<file path="src/rtl/core/beam_reordered_running_mean_top_assert.svh">
// assertion macros for the beam reordered running mean core
`ifndef BEAM_REORDERED_RUNNING_MEAN_TOP_ASSERT_SVH
`define BEAM_REORDERED_RUNNING_MEAN_TOP_ASSERT_SVH

// same-cycle implication, checked outside reset
`define BRRM_ASSERT_NOW(label, ante, cons) \
	label: assert property (@(posedge clk) disable iff (!arst_n) (ante) |-> (cons)) \
		else $error("brrm assertion failed");

// next-cycle implication, checked outside reset
`define BRRM_ASSERT_NEXT(label, ante, cons) \
	label: assert property (@(posedge clk) disable iff (!arst_n) (ante) |=> (cons)) \
		else $error("brrm assertion failed");

`endif

</file>
<file path="src/rtl/core/brrm_pkg.sv">
// shared constants, codes and types of the beam reordered running mean core
package brrm_pkg;

	localparam int MAX_BEAMS_DEF    = 8;
	localparam int MAX_FEATURES_DEF = 256;

	localparam int SUM_W    = 48;
	localparam int DVD_W    = 49;
	localparam int DSR_W    = 17;
	localparam int CFG_IDX_W  = 3;
	localparam int CFG_DATA_W = 32;

	// register indexes
	localparam logic [CFG_IDX_W-1:0] REG_QUANT_MODE    = 3'd0;
	localparam logic [CFG_IDX_W-1:0] REG_BEAM_COUNT    = 3'd1;
	localparam logic [CFG_IDX_W-1:0] REG_FEATURE_COUNT = 3'd2;
	localparam logic [CFG_IDX_W-1:0] REG_IN_SCALE      = 3'd3;
	localparam logic [CFG_IDX_W-1:0] REG_IN_ZERO_POINT = 3'd4;
	localparam logic [CFG_IDX_W-1:0] REG_OUT_INV_SCALE = 3'd5;
	localparam logic [CFG_IDX_W-1:0] REG_OUT_ZERO_POINT = 3'd6;

	// error codes
	localparam logic [1:0] ERR_OK   = 2'd0;
	localparam logic [1:0] ERR_SRC  = 2'd1;
	localparam logic [1:0] ERR_STEP = 2'd2;

	typedef struct packed {
		logic             start;
		logic [DVD_W-1:0] dividend;
		logic [DSR_W-1:0] divisor;
	} div_req_t;

	typedef struct packed {
		logic             done;
		logic [DVD_W-1:0] quotient;
	} div_rsp_t;

endpackage

</file>
<file path="src/rtl/core/brrm_div.sv">
// bit-serial restoring divider, one quotient bit per cycle
module brrm_div (
	input  logic              clk,
	input  logic              arst_n,
	input  brrm_pkg::div_req_t req,
	output brrm_pkg::div_rsp_t rsp
);

	localparam int CNT_W = $clog2(brrm_pkg::DVD_W + 1);

	logic                        busy_q;
	logic                        done_q;
	logic [CNT_W-1:0]            cnt_q;
	logic [brrm_pkg::DVD_W-1:0]  dvd_q;
	logic [brrm_pkg::DSR_W-1:0]  rem_q;
	logic [brrm_pkg::DSR_W-1:0]  dsr_q;
	logic [brrm_pkg::DSR_W:0]    shifted;
	logic                        qbit;

	// trial subtraction
	always_comb begin
		shifted = {rem_q, dvd_q[brrm_pkg::DVD_W-1]};
		qbit    = (shifted >= {1'b0, dsr_q});
	end

	// iteration control
	always_ff @(posedge clk or negedge arst_n) begin
		if (!arst_n) begin
			busy_q <= 1'b0;
			done_q <= 1'b0;
			cnt_q  <= '0;
		end else begin
			done_q <= 1'b0;
			if (req.start) begin
				busy_q <= 1'b1;
				cnt_q  <= CNT_W'(brrm_pkg::DVD_W);
			end else if (busy_q) begin
				cnt_q <= cnt_q - 1'b1;
				if (cnt_q == CNT_W'(1)) begin
					busy_q <= 1'b0;
					done_q <= 1'b1;
				end
			end
		end
	end

	// remainder and quotient shift
	always_ff @(posedge clk) begin
		if (req.start) begin
			dvd_q <= req.dividend;
			dsr_q <= req.divisor;
			rem_q <= '0;
		end else if (busy_q) begin
			dvd_q <= {dvd_q[brrm_pkg::DVD_W-2:0], qbit};
			rem_q <= qbit ? brrm_pkg::DSR_W'(shifted - {1'b0, dsr_q})
			              : shifted[brrm_pkg::DSR_W-1:0];
		end
	end

	assign rsp.done     = done_q;
	assign rsp.quotient = dvd_q;

endmodule

</file>
<file path="config.mk">
export PLATFORM = sky130hd
export DESIGN_NAME = brrm_div
export DESIGN_NICKNAME = d
export VERILOG_FILES = /design/src/rtl/core/beam_reordered_running_mean_top_assert.svh /design/src/rtl/core/brrm_pkg.sv /design/src/rtl/core/brrm_div.sv
export SDC_FILE = /design/constraint.sdc
export NUM_CORES = 1
export LEC_CHECK = 0
export ABC_AREA = 1
export BUFFER_PORTS_ARGS = -buffer_cell sky130_fd_sc_hd__buf_2
export CORE_ASPECT_RATIO = 0.75
export CORE_UTILIZATION = 54
export DETAILED_ROUTE_END_ITERATION = 10
export GPL_TIMING_DRIVEN = 0
export PLACE_DENSITY = 0.84
export SYNTH_ARGS = -nofsm -noshare
export SYNTH_HDL_FRONTEND = slang
export SYNTH_SLANG_ARGS = --single-unit
export TNS_END_PERCENT = 20
</file>
<file path="constraint.sdc">
create_clock -name clk -period 2.59 [get_ports clk]
set_clock_uncertainty 0.2 [all_clocks]
set_input_delay 0.3885 -clock clk [delete_from_list [all_inputs] [get_ports clk]]
set_output_delay 0.3885 -clock clk [all_outputs]
set_load 0.03 [all_outputs]
</file>
Word-level counts from Yosys, hierarchy flattened:

Index checks and enable logic that the tools add are counted.

* input bits: 69
* logic and storage cells: 22
* bits in registers: 91

* mux-type cells: 11
* reductions and logical operators: 1
* order comparisons: 1
* equal/unequal tests: 1
* add/subtract/negate cells: 2

Operator list (number)
* $mux 49: 2
* $ge 18x17->1: 1
* $mux 17: 1
* $sub 17x17->17: 1
* $mux 6: 2
* $eq 6x1->1 const B: 1
* $mux 1: 6
* $sub 6x1->6 const B: 1
* $reduce_bool 2->1: 1

Logic depth before layout (Yosys ltp):

* depth in word-level cells: 4
* mapped depth: 15
* depth with buffers taken out: 14

Worst setup path after synthesis:

No wires, ideal clock.

* path kind: input to register
* start: in req[66] in the netlist's numbering
* end: reg dvd_q[0] in the netlist's numbering, enable pin
* data arrival time: 1.806 ns
* path buffers: 1
* stages: 3
* setup slack: 0.177 ns
* cell sequence: clkbuf_1 nor2_1 inv_1

* cells in the longest elaborated chain, start to end: 1

RTL lines
* from (decl): line brrm_div.sv:5 `input brrm_pkg::div_req_t req,`
* $reduce_bool 2->1 (no source line)
* to (signal assigned): line brrm_div.sv:50 `dvd_q <= req.dividend;`
* to (signal assigned): line brrm_div.sv:54 `dvd_q <= {dvd_q[brrm_pkg::DVD_W-2:0], qbit};`
* to (decl): line brrm_div.sv:14 `logic [brrm_pkg::DVD_W-1:0] dvd_q;`

Every way passes these cells.
A chain may end at the register's enable or synchronous reset.

Worst setup path in the final report:

* start: in req[66] in the netlist's numbering
* end: reg dvd_q[28] in the netlist's numbering, enable pin

Same word-level chain as after synthesis.

==> metrics.txt <==
status complete, no violations; Max FO, Critical Path 34; Pwr per Cell Area ~860 mW/mm2; commonest cells after routing, fill and taps aside 284 x nand2_1, 118 x buf_2, 78 x inv_1, 66 x edfxtp_1, 45 x nand3_1; RePlAce Congestion around 0.93; final setup margin 0.2111 ns; Worst R2R Setup Slack approximately 0.24 ns; CP delay by family, top buffers and inverters; Post-CTS Hold Fix Bufs 1; Core Region around 0.009 mm2; Synthesis Warnings 0; Total GRT Usage about 26%; pre-CTS WS -0.1767 ns; io pins around 120; vias in the first global route a little over 4k; drt pass-1 iters 5; GRT overflow 0; final worst path period share 91.85%; drt total wl approximately 12 mm; worst-margin pin slew between 0.7 and 0.8 ns; leading cell type in the layout, fill and taps excluded nand2_1; Main synth FF type edfxtp_1; CP Class in -> reg; std cell rows 30; fin util 67.57%; Crit path required time ~2.4 ns; cells along the critical path buf_2, clkbuf_1, nor2_1, inv_2, buf_12; startpoint types input port; final hold violation count 0; Via density approximately 5; clock sink count 91; area delta synth->final 21.66%; syn_area_per_cell 8.019 um2; first-pass GRT wire length slightly below 20 mm; clk buf depth 2; initial antenna violation count 0; asr flop ratio synth 8.791%; # Max-Cap Violations 0; Cells after Synth 624; Residual DRC 0; slowest library cell on the worst path clkbuf_1; WP buf/inv 4; Routed Antenna Nets 0; Slew headroom 48.77%; critical path data arrival time about 2.2 ns; # nets final approximately 850; layout cells sized above 1 between 20% and 30%; Die Y 85.37 um; CTS tree done; Max VDD drop between 400 and 500 uV; WL/cell roughly 14 um; CP endpoint kind flop; post-route cell area 0.006087 mm2; ANT cells 0; Die Width 113.2 um; initial cell density of the core between 50% and 60%; DP Area approximately 0.0058 mm2; Buffers on Ports about 120; Post-synth EDFFs 66; setup violators final 0; fin crit period roughly 2.4 ns; total number of vias between 4k and 5k; Syn Std Cell Area approximately 0.005 mm2; hold crit path type in -> reg; DIE AREA 0.009659 mm2; clk_lat worst skew ~0.35 ns; crit-path max cell delay approximately 0.44 ns; placed wire-length estimate 8.832 mm; # Post-CTS Setup Buffers 0; Post-Syn Nets ~710; Fillers between 600 and 700; root buffer cell clkbuf_16; Netlist cell types 33; cts repair resizes 0; H-Tree Depth 3; violation count after the first detailed-route iteration ~330; Slew Viols, Final 0; Leakage approximately 3.3 nW; Yosys reg bits 91; fmax about 0.42 GHz; RSZ-0062 raised after global routing false; Setup TNS Final 0 ns; Clock transition at path regs 0.07 ns; Num CTS Buffers 9; largest net degree at the start of global routing 35; post-synthesis sequential area ratio 50.41%
[path summary, 6_finish.rpt]
check / start / end / cells past startpoint
worst max-delay path: req[66] / dvd_q[28] / 5
worst min-delay path: req[14] / dsr_q[14] / 1
worst max register to register: dvd_q[48] / rem_q[16] / 14
worst min register to register: rem_q[7] / rem_q[7] / 2
max in group asynchronous: arst_n / cnt_q[2] / 2
min in group asynchronous: arst_n / cnt_q[4] / 2
[flip-flops by register name (all words and copies together), names as in the netlist]
name	flops
cnt_q	6
busy_q	1
dvd_q	49
rem_q	17
dsr_q	17
done_q	1
[through the flow]
stage | hold slack (ns) | instances | total power, mW
after floorplan | -0.1071 | 624 | 3.376
after CTS | 0.005525 | 872 | 5.224
after global placement | 0.03712 | 854 | 3.781
final | 0.01064 | 873 | 5.243
after detailed placement | 0.04393 | 855 | 3.851
after global routing | 0.0008215 | 873 | 5.563
[final cells by class]
cell class / instances / area [um2] / share of cell area [%]
sequential: 91 / 2522 / 41.44
multi-input combinational: 434 / 2049 / 33.67
timing repair buffer: 121 / 630.6 / 10.36
inverter: 80 / 300.3 / 4.933
clock buffer: 11 / 252.7 / 4.152
tap: 112 / 140.1 / 2.302
buffer: 19 / 131.4 / 2.158
clock inverter: 5 / 60.06 / 0.9866
[Yosys cell counts (4+ instances only)]
cell type / n / area [um2]
a21oi_1: 15 / 75.07
buf_6: 4 / 45.04
clkbuf_1: 10 / 37.54
dfrtp_1: 8 / 200.2
dfxtp_1: 17 / 340.3
edfxtp_1: 66 / 1982
ha_1: 19 / 237.7
inv_1: 79 / 296.5
nand2_1: 284 / 1066
nand2_2: 5 / 31.28
nand3_1: 45 / 225.2
nand3_2: 4 / 40.04
nand3b_1: 8 / 60.06
nand4_1: 4 / 25.02
nor2_1: 18 / 67.56
nor2_2: 4 / 25.02
o21ai_0: 9 / 45.04
xnor2_1: 7 / 61.31
[worst reg2reg max path, delay by kind of cell, from the launching register on]
family                     cells  cell delay (ns)
and+or+nand+nor               10             0.93
adders and majority gates      2             0.59
DFF                            1             0.38
buffers and inverters          2             0.17
[cells by family after synthesis]
logic type	synth area share [%]
simple gates	31.61
xor+xnor	1.225
compound gates	2.976
flops	50.41
fa+ha+maj	5.151
buf+inv	8.627
[layer usage]
metal / GRT usage [%] / wire length [um] / vias up
li1: - / - / 2236
met1: 35.74 / 5637 / 2077
met2: 40.04 / 5432 / 148
met3: 5.643 / 585 / 21
met4: 8.612 / 201 / 0
met5: 0 / 0 / -
[power breakdown]
group | total [mW] | internal, mW | switching (mW)
clock network | 1.37 | 0.804 | 0.565
logic | 1.97 | 0.724 | 1.24
registers | 1.91 | 1.78 | 0.126
total | 5.24 | 3.31 | 1.93
Note: power is estimated with default switching activity, not from simulation.
